`src/lkgm_pkg.sv`:
```
// Package for the linear-kernel Gram matrix core: field widths, register indexes,
// reset values and the control struct passed from the sequencer to the MAC unit.
// No dependencies.
package lkgm_pkg;

  // Field widths of the element, kernel result and index ports.
  localparam int ElemW    = 16;
  localparam int ProdW    = 2 * ElemW;
  localparam int KernW    = 36;
  localparam int IdxW     = 3;

  // Configuration register widths and port widths.
  localparam int RowsW    = 4;
  localparam int ColsW    = 5;
  localparam int CfgIdxW  = 2;
  localparam int CfgDataW = 5;

  // Register indexes on the configuration port.
  localparam logic [CfgIdxW-1:0] CfgRowsInUse = 2'd0;
  localparam logic [CfgIdxW-1:0] CfgColsInUse = 2'd1;

  // Register values after reset.
  localparam logic [RowsW-1:0] RowsReset = 4'd8;
  localparam logic [ColsW-1:0] ColsReset = 5'd16;

  // One multiply-accumulate request, issued together with the store read addresses.
  typedef struct packed {
    logic issue;
    logic first;
  } mac_ctl_t;

endpackage

```
`src/linear_kernel_gram_matrix_core.sv`:
```
// Top level of the linear-kernel Gram matrix core: element store, MAC unit
// and sequencer. Depends on lkgm_pkg, lkgm_store, lkgm_mac and lkgm_seq.
//
// The core loads rows_in_use x cols_in_use signed Q8.8 elements in row-major
// order, one per cycle, into a two-read-port element store. The transaction
// that completes the matrix starts the compute phase, during which the input
// is stalled. One MAC unit forms each entry (i,j) as the dot product of rows i
// and j, with one store read pair per term followed by the read, multiply and
// accumulate stages. Entries leave in row-major order as full-precision Q20.16
// values with their indexes, the final one marked by last_entry_o; an output
// stall holds the compute. A write to either configuration register restarts
// the load.
module linear_kernel_gram_matrix_core #(
  parameter int MAX_ROWS = 8,
  parameter int MAX_COLS = 16
) (
  input  logic                              clk_i,
  input  logic                              rst_ni,
  input  logic                              in_valid_i,
  output logic                              in_stall_o,
  input  logic signed [lkgm_pkg::ElemW-1:0] element_value_i,
  output logic                              out_valid_o,
  input  logic                              out_stall_i,
  output logic signed [lkgm_pkg::KernW-1:0] kernel_value_o,
  output logic [lkgm_pkg::IdxW-1:0]         row_index_o,
  output logic [lkgm_pkg::IdxW-1:0]         col_index_o,
  output logic                              last_entry_o,
  input  logic                              cfg_we_i,
  input  logic [lkgm_pkg::CfgIdxW-1:0]      cfg_index_i,
  input  logic [lkgm_pkg::CfgDataW-1:0]     cfg_data_i
);

  localparam int Depth = MAX_ROWS * MAX_COLS;
  localparam int AddrW = (Depth > 1) ? $clog2(Depth) : 1;

  logic                              wr_en;
  logic [AddrW-1:0]                  wr_addr;
  logic [AddrW-1:0]                  rd_addr_a;
  logic [AddrW-1:0]                  rd_addr_b;
  logic signed [lkgm_pkg::ElemW-1:0] rd_data_a;
  logic signed [lkgm_pkg::ElemW-1:0] rd_data_b;
  lkgm_pkg::mac_ctl_t                mac_ctl;
  logic                              mac_busy;
  logic [lkgm_pkg::KernW-1:0]        acc;

  // Element store.
  lkgm_store #(
    .Depth(Depth),
    .AddrW(AddrW)
  ) u_store (
    .clk_i      (clk_i),
    .wr_en_i    (wr_en),
    .wr_addr_i  (wr_addr),
    .wr_data_i  (element_value_i),
    .rd_addr_a_i(rd_addr_a),
    .rd_addr_b_i(rd_addr_b),
    .rd_data_a_o(rd_data_a),
    .rd_data_b_o(rd_data_b)
  );

  // Multiply-accumulate unit.
  lkgm_mac u_mac (
    .clk_i (clk_i),
    .rst_ni(rst_ni),
    .ctl_i (mac_ctl),
    .a_i   (rd_data_a),
    .b_i   (rd_data_b),
    .busy_o(mac_busy),
    .acc_o (acc)
  );

  // Sequencer with configuration and output register.
  lkgm_seq #(
    .MAX_ROWS(MAX_ROWS),
    .MAX_COLS(MAX_COLS),
    .AddrW   (AddrW)
  ) u_seq (
    .clk_i         (clk_i),
    .rst_ni        (rst_ni),
    .in_valid_i    (in_valid_i),
    .in_stall_o    (in_stall_o),
    .cfg_we_i      (cfg_we_i),
    .cfg_index_i   (cfg_index_i),
    .cfg_data_i    (cfg_data_i),
    .wr_en_o       (wr_en),
    .wr_addr_o     (wr_addr),
    .rd_addr_a_o   (rd_addr_a),
    .rd_addr_b_o   (rd_addr_b),
    .mac_ctl_o     (mac_ctl),
    .mac_busy_i    (mac_busy),
    .acc_i         (acc),
    .out_valid_o   (out_valid_o),
    .out_stall_i   (out_stall_i),
    .kernel_value_o(kernel_value_o),
    .row_index_o   (row_index_o),
    .col_index_o   (col_index_o),
    .last_entry_o  (last_entry_o)
  );

endmodule

```
`src/lkgm_store.sv`:
```
// Element store of the Gram matrix core: one write port and two read ports
// with registered read data. Depends on lkgm_pkg.
module lkgm_store #(
  parameter int Depth = 128,
  parameter int AddrW = 7
) (
  input  logic                              clk_i,
  input  logic                              wr_en_i,
  input  logic [AddrW-1:0]                  wr_addr_i,
  input  logic signed [lkgm_pkg::ElemW-1:0] wr_data_i,
  input  logic [AddrW-1:0]                  rd_addr_a_i,
  input  logic [AddrW-1:0]                  rd_addr_b_i,
  output logic signed [lkgm_pkg::ElemW-1:0] rd_data_a_o,
  output logic signed [lkgm_pkg::ElemW-1:0] rd_data_b_o
);

  logic [lkgm_pkg::ElemW-1:0] mem [Depth];
  logic [lkgm_pkg::ElemW-1:0] rd_a_q;
  logic [lkgm_pkg::ElemW-1:0] rd_b_q;

  // Writes happen only while loading and read data is used only while computing,
  // so no used read meets a write to the same entry in the same cycle.
  always_ff @(posedge clk_i) begin
    if (wr_en_i) begin
      mem[wr_addr_i] <= wr_data_i;
    end
    rd_a_q <= mem[rd_addr_a_i];
    rd_b_q <= mem[rd_addr_b_i];
  end

  assign rd_data_a_o = rd_a_q;
  assign rd_data_b_o = rd_b_q;

endmodule

```
`src/lkgm_mac.sv`:
```
// Multiply-accumulate unit of the Gram matrix core: a registered product stage
// followed by a 36-bit accumulator. Depends on lkgm_pkg.
module lkgm_mac (
  input  logic                              clk_i,
  input  logic                              rst_ni,
  input  lkgm_pkg::mac_ctl_t                ctl_i,
  input  logic signed [lkgm_pkg::ElemW-1:0] a_i,
  input  logic signed [lkgm_pkg::ElemW-1:0] b_i,
  output logic                              busy_o,
  output logic [lkgm_pkg::KernW-1:0]        acc_o
);

  lkgm_pkg::mac_ctl_t                ctl1_q;
  lkgm_pkg::mac_ctl_t                ctl2_q;
  logic signed [lkgm_pkg::ProdW-1:0] prod_q;
  logic [lkgm_pkg::KernW-1:0]        acc_q;
  logic [lkgm_pkg::KernW-1:0]        prod_ext;

  // Control follows the data: stage one lines up with the store read data,
  // stage two with the registered product.
  always_ff @(posedge clk_i or negedge rst_ni) begin
    if (!rst_ni) begin
      ctl1_q <= '0;
      ctl2_q <= '0;
    end else begin
      ctl1_q <= ctl_i;
      ctl2_q <= ctl1_q;
    end
  end

  // Sign-extend the product to the accumulator width.
  assign prod_ext = {{(lkgm_pkg::KernW - lkgm_pkg::ProdW){prod_q[lkgm_pkg::ProdW-1]}}, prod_q};

  // Product register, then accumulate; the first term of a sum restarts it.
  // The sum wraps modulo 2^36.
  always_ff @(posedge clk_i) begin
    if (ctl1_q.issue) begin
      prod_q <= a_i * b_i;
    end
    if (ctl2_q.issue) begin
      acc_q <= (ctl2_q.first ? '0 : acc_q) + prod_ext;
    end
  end

  assign busy_o = ctl1_q.issue | ctl2_q.issue;
  assign acc_o  = acc_q;

endmodule

```
`src/lkgm_seq.sv`:
```
// Sequencer of the Gram matrix core: configuration registers, load counter,
// row/column/term counters, store addressing and the output register.
// Depends on lkgm_pkg.
module lkgm_seq #(
  parameter int MAX_ROWS = 8,
  parameter int MAX_COLS = 16,
  parameter int AddrW    = 7
) (
  input  logic                                clk_i,
  input  logic                                rst_ni,
  // Input channel handshake.
  input  logic                                in_valid_i,
  output logic                                in_stall_o,
  // Configuration port.
  input  logic                                cfg_we_i,
  input  logic [lkgm_pkg::CfgIdxW-1:0]        cfg_index_i,
  input  logic [lkgm_pkg::CfgDataW-1:0]       cfg_data_i,
  // Store addressing.
  output logic                                wr_en_o,
  output logic [AddrW-1:0]                    wr_addr_o,
  output logic [AddrW-1:0]                    rd_addr_a_o,
  output logic [AddrW-1:0]                    rd_addr_b_o,
  // MAC unit.
  output lkgm_pkg::mac_ctl_t                  mac_ctl_o,
  input  logic                                mac_busy_i,
  input  logic [lkgm_pkg::KernW-1:0]          acc_i,
  // Output channel.
  output logic                                out_valid_o,
  input  logic                                out_stall_i,
  output logic signed [lkgm_pkg::KernW-1:0]   kernel_value_o,
  output logic [lkgm_pkg::IdxW-1:0]           row_index_o,
  output logic [lkgm_pkg::IdxW-1:0]           col_index_o,
  output logic                                last_entry_o
);

  localparam int Depth = MAX_ROWS * MAX_COLS;
  localparam int CntW  = $clog2(Depth + 1);
  localparam int TotW  = lkgm_pkg::RowsW + lkgm_pkg::ColsW;

  typedef enum logic [1:0] {
    StLoad,
    StMac,
    StDrain
  } state_e;

  state_e                        state_q;
  logic [lkgm_pkg::RowsW-1:0]    rows_cfg_q;
  logic [lkgm_pkg::ColsW-1:0]    cols_cfg_q;
  logic [CntW-1:0]               cnt_q;
  logic [lkgm_pkg::IdxW-1:0]     i_q;
  logic [lkgm_pkg::IdxW-1:0]     j_q;
  logic [lkgm_pkg::ColsW-1:0]    k_q;
  logic [AddrW-1:0]              base_i_q;
  logic [AddrW-1:0]              base_j_q;
  logic                          out_valid_q;
  logic [lkgm_pkg::KernW-1:0]    kernel_q;
  logic [lkgm_pkg::IdxW-1:0]     row_q;
  logic [lkgm_pkg::IdxW-1:0]     col_q;
  logic                          last_q;

  logic [lkgm_pkg::RowsW-1:0]    eff_rows;
  logic [lkgm_pkg::ColsW-1:0]    eff_cols;
  logic [TotW-1:0]               total;
  logic [TotW-1:0]               cnt_inc;
  logic                          in_acc;
  logic                          k_last;
  logic                          i_last;
  logic                          j_last;
  logic                          entry_last;
  logic                          out_free;
  logic                          push;

  // Clamp the register values to the supported range.
  always_comb begin
    eff_rows = rows_cfg_q;
    if (rows_cfg_q == '0) begin
      eff_rows = lkgm_pkg::RowsW'(1);
    end else if (int'(rows_cfg_q) > MAX_ROWS) begin
      eff_rows = lkgm_pkg::RowsW'(MAX_ROWS);
    end
    eff_cols = cols_cfg_q;
    if (cols_cfg_q == '0) begin
      eff_cols = lkgm_pkg::ColsW'(1);
    end else if (int'(cols_cfg_q) > MAX_COLS) begin
      eff_cols = lkgm_pkg::ColsW'(MAX_COLS);
    end
  end

  assign total   = TotW'(eff_rows) * TotW'(eff_cols);
  assign cnt_inc = TotW'(cnt_q) + TotW'(1);

  // Handshake and loop conditions.
  assign in_stall_o = (state_q != StLoad);
  assign in_acc     = in_valid_i & ~in_stall_o;
  assign k_last     = (k_q == eff_cols - lkgm_pkg::ColsW'(1));
  assign i_last     = (lkgm_pkg::RowsW'(i_q) == eff_rows - lkgm_pkg::RowsW'(1));
  assign j_last     = (lkgm_pkg::RowsW'(j_q) == eff_rows - lkgm_pkg::RowsW'(1));
  assign entry_last = i_last & j_last;
  assign out_free   = ~out_valid_q | ~out_stall_i;
  assign push       = (state_q == StDrain) & ~mac_busy_i & out_free;

  // Elements are stored in row-major order, so the load count is the address.
  assign wr_en_o     = in_acc;
  assign wr_addr_o   = cnt_q[AddrW-1:0];
  assign rd_addr_a_o = base_i_q + AddrW'(k_q);
  assign rd_addr_b_o = base_j_q + AddrW'(k_q);

  assign mac_ctl_o.issue = (state_q == StMac);
  assign mac_ctl_o.first = (k_q == '0);

  // State, counters, configuration and output register.
  always_ff @(posedge clk_i or negedge rst_ni) begin
    if (!rst_ni) begin
      state_q     <= StLoad;
      rows_cfg_q  <= lkgm_pkg::RowsReset;
      cols_cfg_q  <= lkgm_pkg::ColsReset;
      cnt_q       <= '0;
      i_q         <= '0;
      j_q         <= '0;
      k_q         <= '0;
      base_i_q    <= '0;
      base_j_q    <= '0;
      out_valid_q <= 1'b0;
      kernel_q    <= '0;
      row_q       <= '0;
      col_q       <= '0;
      last_q      <= 1'b0;
    end else begin
      if (out_valid_q && !out_stall_i) begin
        out_valid_q <= 1'b0;
      end
      unique case (state_q)
        StLoad: begin
          if (in_acc) begin
            if (cnt_inc == total) begin
              cnt_q    <= '0;
              i_q      <= '0;
              j_q      <= '0;
              k_q      <= '0;
              base_i_q <= '0;
              base_j_q <= '0;
              state_q  <= StMac;
            end else begin
              cnt_q <= CntW'(cnt_inc);
            end
          end
        end
        StMac: begin
          if (k_last) begin
            k_q     <= '0;
            state_q <= StDrain;
          end else begin
            k_q <= k_q + lkgm_pkg::ColsW'(1);
          end
        end
        StDrain: begin
          if (push) begin
            out_valid_q <= 1'b1;
            kernel_q    <= acc_i;
            row_q       <= i_q;
            col_q       <= j_q;
            last_q      <= entry_last;
            if (j_last) begin
              j_q      <= '0;
              base_j_q <= '0;
              i_q      <= i_q + lkgm_pkg::IdxW'(1);
              base_i_q <= base_i_q + AddrW'(eff_cols);
            end else begin
              j_q      <= j_q + lkgm_pkg::IdxW'(1);
              base_j_q <= base_j_q + AddrW'(eff_cols);
            end
            state_q <= entry_last ? StLoad : StMac;
          end
        end
        default: begin
          state_q <= StLoad;
        end
      endcase
      // A write to either configuration register drops any partial load.
      if (cfg_we_i) begin
        unique case (cfg_index_i)
          lkgm_pkg::CfgRowsInUse: begin
            rows_cfg_q <= cfg_data_i[lkgm_pkg::RowsW-1:0];
            cnt_q      <= '0;
          end
          lkgm_pkg::CfgColsInUse: begin
            cols_cfg_q <= cfg_data_i[lkgm_pkg::ColsW-1:0];
            cnt_q      <= '0;
          end
          default: begin
          end
        endcase
      end
    end
  end

  assign out_valid_o    = out_valid_q;
  assign kernel_value_o = kernel_q;
  assign row_index_o    = row_q;
  assign col_index_o    = col_q;
  assign last_entry_o   = last_q;

endmodule

```
`config.mk`:
```
export PLATFORM = sky130hd
export DESIGN_NAME = linear_kernel_gram_matrix_core
export DESIGN_NICKNAME = d
export VERILOG_FILES = /design/src/lkgm_pkg.sv /design/src/linear_kernel_gram_matrix_core.sv /design/src/lkgm_store.sv /design/src/lkgm_mac.sv /design/src/lkgm_seq.sv
export SDC_FILE = /design/constraint.sdc
export NUM_CORES = 2
export LEC_CHECK = 0
export BUFFER_PORTS_ARGS = -buffer_cell sky130_fd_sc_hd__buf_2
export CORE_ASPECT_RATIO = 0.7
export CORE_MARGIN = 2
export CORE_UTILIZATION = 50
export DETAILED_ROUTE_END_ITERATION = 16
export PLACE_DENSITY_LB_ADDON = 0.3
export SETUP_SLACK_MARGIN = 0.02
export SYNTH_ARGS = -nofsm -noshare
export SYNTH_HDL_FRONTEND = slang
export SYNTH_SLANG_ARGS = --single-unit
```
`constraint.sdc`:
```
create_clock -name clk_i -period 10.1 [get_ports clk_i]
set_clock_uncertainty 0.15 [all_clocks]
set_input_delay 0.505 -clock clk_i [delete_from_list [all_inputs] [get_ports clk_i]]
set_output_delay 0.505 -clock clk_i [all_outputs]
set_load 0.02 [all_outputs]
```
==> flow_metrics.py <==
metrics = {
    "worst_setup_path": {
        "critPathTopFamily": "adder cells",
        "crit_path_cell_trace": "nand2_1 > inv_1 > fa_1 > fa_1 > fa_1 > fa_1 > fa_1 > inv_1 > fa_1 > inv_1 > ha_1 > a21oi_1 > nand2_1 > o21ai_0 > nand2_1 > o21a_1 > a211o_1 > o31ai_1 > xnor2_1",
        "cp-end-kind": "register",
        "crit_top_cell": "fa_1",
        "worst-path-buf-inv": 3,
        "worstPathArrival_ns": 7.52,
        "crit_slowest_cell": "fa_1",
        "r2r_slack_ns": 3.01,
        "cpPeakStageDelay_ns": 0.90,
        "crit_type": "reg2reg",
        "critPathLaunchType": "register",
        "crit_required_ns": 10.53,
        "crit_fanout": 16,
    },
    "grt": {
        "track_usage_pct": 28.01,
        "grt_start_max_net_pins": 112,
        "antenna_found_initial": 20,
        "grt_pass1_wl_microns": 467400,
        "grt_pass1_vias": 65008,
        "grt_overflow_total": 0,
    },
    "placement": {
        "dpl.cell_count": 9064,
        "port_buffers": 72,
        "placed_area_sq_mm": 0.1196,
        "globalplace.congestion": 0.8908,
        "dpl.hpwl_microns": 197300,
    },
    "sta": {
        "rsz0062_at_grt": "no",
        "setup_tns_ns": 0,
        "finalCritPeriodShare_pct": 70.24,
        "tightest_slew_ns": 1.332,
        "relSlewSlack_pct": 11.20,
        "slew_viol_final": 0,
        "setup_viol": 0,
        "max_freq_mhz": 141.0,
        "hold_viol": 0,
        "period_needed_ns": 7.094,
    },
    "logic_synthesis": {
        "synth_area_sq_mm": 0.1147,
        "ys_ff_latch": 2240,
        "synth_enable_flop_cells": 2116,
        "ys_warn_count": 0,
        "seq_area_frac_synth_pct": 57.94,
        "synthArstFlopShare_pct": 4.107,
        "synthCells": 6122,
        "synth_cell_types": 68,
        "synth_top_flop_cell": "edfxtp_1",
        "syn_nets": 6580,
        "syn_avg_cell_area_sq_um": 18.74,
    },
    "detailed_routing": {
        "finalWirelength_microns": 323200,
        "num_vias": 64647,
        "route.antenna.remaining_nets": 0,
        "drt_pre_antenna_iters": 6,
        "vias_per_cell": 6.808,
        "routedWlPerCell_microns": 34.04,
        "first_iter_violations": 10552,
        "drc": 0,
    },
    "cells_and_area": {
        "mostFrequentLayoutCells": "edfxtp_1 (2116), mux4_2 (1280), inv_1 (345), fa_1 (271), clkbuf_16 (222)",
        "mostFrequentLayoutCell": "edfxtp_1",
        "fin_nets": 6714,
        "num-fill-cells": 17096,
        "area_delta_synth_final_pct": 10.55,
        "finish.utilization_pct": 55.44,
        "fin_cells": 9496,
        "final_area_sq_mm": 0.1268,
        "drive_above_1_share_pct": 32.90,
    },
    "floorplan": {
        "dieArea_sq_mm": 0.2334,
        "io_pins": 73,
        "core_region_area_sq_mm": 0.2288,
        "rows": 147,
        "fp.dieH_microns": 404.8,
        "die_w_microns": 576.6,
        "start_util_pct": 50.15,
    },
    "status": {
        "status": "finished, final reports clean",
    },
    "clock_network": {
        "clock_sinks": 2240,
        "cts_tree": "done",
        "cts-root-buf": "clkbuf_16",
        "ctsHtreeMaxLevel": 4,
        "clock_latency_ns": 0.91,
        "clk_pin_slew_ns": 0.07,
        "cts_buffer_depth": 4,
        "post_cts_buffers": 0,
        "cts_buffers": 219,
    },
    "hold_path": {
        "hold_class": "in2reg",
    },
    "job": {
        "max-cap-violations": 0,
    },
}
==> cells in the mapped netlist (4+ instances only) <==
cell type / n / area, sq um
nand3_1: 44 / 220.2
o31ai_1: 10 / 75.07
nor2_1: 216 / 810.8
or3_1: 5 / 31.28
mux4_2: 1280 / 28830
inv_1: 345 / 1295
a2111oi_0: 5 / 43.79
o21bai_1: 10 / 75.07
buf_2: 121 / 605.6
buf_4: 11 / 82.58
nand4_1: 6 / 37.54
o22ai_1: 9 / 56.30
and2_1: 137 / 857.1
fa_1: 273 / 5465
xor2_1: 26 / 227.7
o21ai_0: 54 / 270.3
a21oi_1: 146 / 730.7
o21a_1: 16 / 120.1
buf_6: 11 / 123.9
dfxtp_1: 32 / 640.6
o211ai_1: 11 / 82.58
or2_2: 7 / 43.79
a31oi_1: 9 / 56.30
nor3_1: 19 / 95.09
dfrtp_1: 90 / 2252
xnor2_1: 78 / 683.2
nor4_1: 4 / 25.02
mux2i_1: 66 / 660.6
a31o_2: 4 / 35.03
ha_1: 157 / 1964
o41ai_1: 5 / 43.79
clkbuf_1: 199 / 747.0
nand2_1: 181 / 679.4
and3_1: 13 / 81.33
mux2_2: 83 / 934.7
nand2b_1: 20 / 125.1
edfxtp_1: 2116 / 63540
a211oi_1: 77 / 578.1
nor2b_1: 118 / 738.2
buf_1: 44 / 165.2
a21o_1: 23 / 172.7
==> path summary, 6_finish.rpt <==
path / endpoint / cells after the start / start
max reg2reg: u_mac.prod_q[31]$_DFFE_PP_ / 19 / u_store.rd_data_b_o[1]$_DFF_P_
max: u_mac.prod_q[31]$_DFFE_PP_ / 19 / u_store.rd_data_b_o[1]$_DFF_P_
min: u_store.mem[91][6]$_DFFE_PP_ / 1 / element_value_i[6]
min reg2reg: u_mac.ctl2_q[0]$_DFF_PN0_ / 0 / u_mac.ctl1_q[0]$_DFF_PN0_
max in group asynchronous: u_seq.cnt_q[7]$_DFF_PN0_ / 3 / rst_ni
min in group asynchronous: u_seq.j_q[2]$_DFFE_PN0P_ / 3 / rst_ni
==> layer usage <==
| metal | share of wire (%) | track usage (%) |
|---|---|---|
| met5 | 0.015 | 0 |
| met4 | 3.1 | 7.897 |
| met3 | 14 | 8.581 |
| met2 | 44 | 39.77 |
| met1 | 40 | 42.09 |
==> state kept, by name, indices dropped and copies added (netlist names), 5 cells and up <==
| name | flops |
|---|---|
| u_store.rd_data_b_o | 16 |
| u_seq.base_i_q | 7 |
| u_seq.base_j_q | 7 |
| u_seq.cols_cfg_q | 5 |
| u_store.rd_data_a_o | 16 |
| u_mac.prod_q | 32 |
| u_store.mem | 2048 |
| u_seq.kernel_value_o | 36 |
| u_seq.k_q | 5 |
| u_seq.cnt_q | 8 |
| u_mac.acc_o | 36 |
==> what timing repair did <==
action,4_1_cts,5_1_grt
hold endpoints to repair,284,0
gates resized for setup,0,0
hold buffers,25,0
==> through the flow <==
step           hold WS, ns  setup slack [ns]
4_1_cts           0.002358             3.104
3_5_place_dp        0.1934             3.085
6_report           0.01284             3.006
2_1_floorplan      0.05941             3.657
3_3_place_gp        0.1860             3.285
5_1_grt            0.02984             2.633
==> cells by family after synthesis <==
| family | synth area share, % |
|---|---|
| flops | 57.94 |
| buf+inv | 2.631 |
| fa+ha+maj | 6.475 |
| compound gates | 2.279 |
| xor+xnor | 0.8331 |
| mux | 26.51 |
| simple gates | 3.324 |
==> cell type report <==
type | count | area, sq um | share of cell area [%]
Antenna cell | 4 | 10.01 | 0.007891
Clock buffer | 269 | 5832 | 4.598
Clock inverter | 134 | 1162 | 0.9164
Inverter | 345 | 1295 | 1.021
Multi-Input combinational cell | 3151 | 45820 | 36.12
Sequential cell | 2240 | 66490 | 52.42
Tap cell | 3054 | 3821 | 3.012
Timing Repair Buffer | 299 | 2420 | 1.908
Power is not shown: default switching activity piles up to over one toggle a cycle in this logic, so the estimate is an artifact.
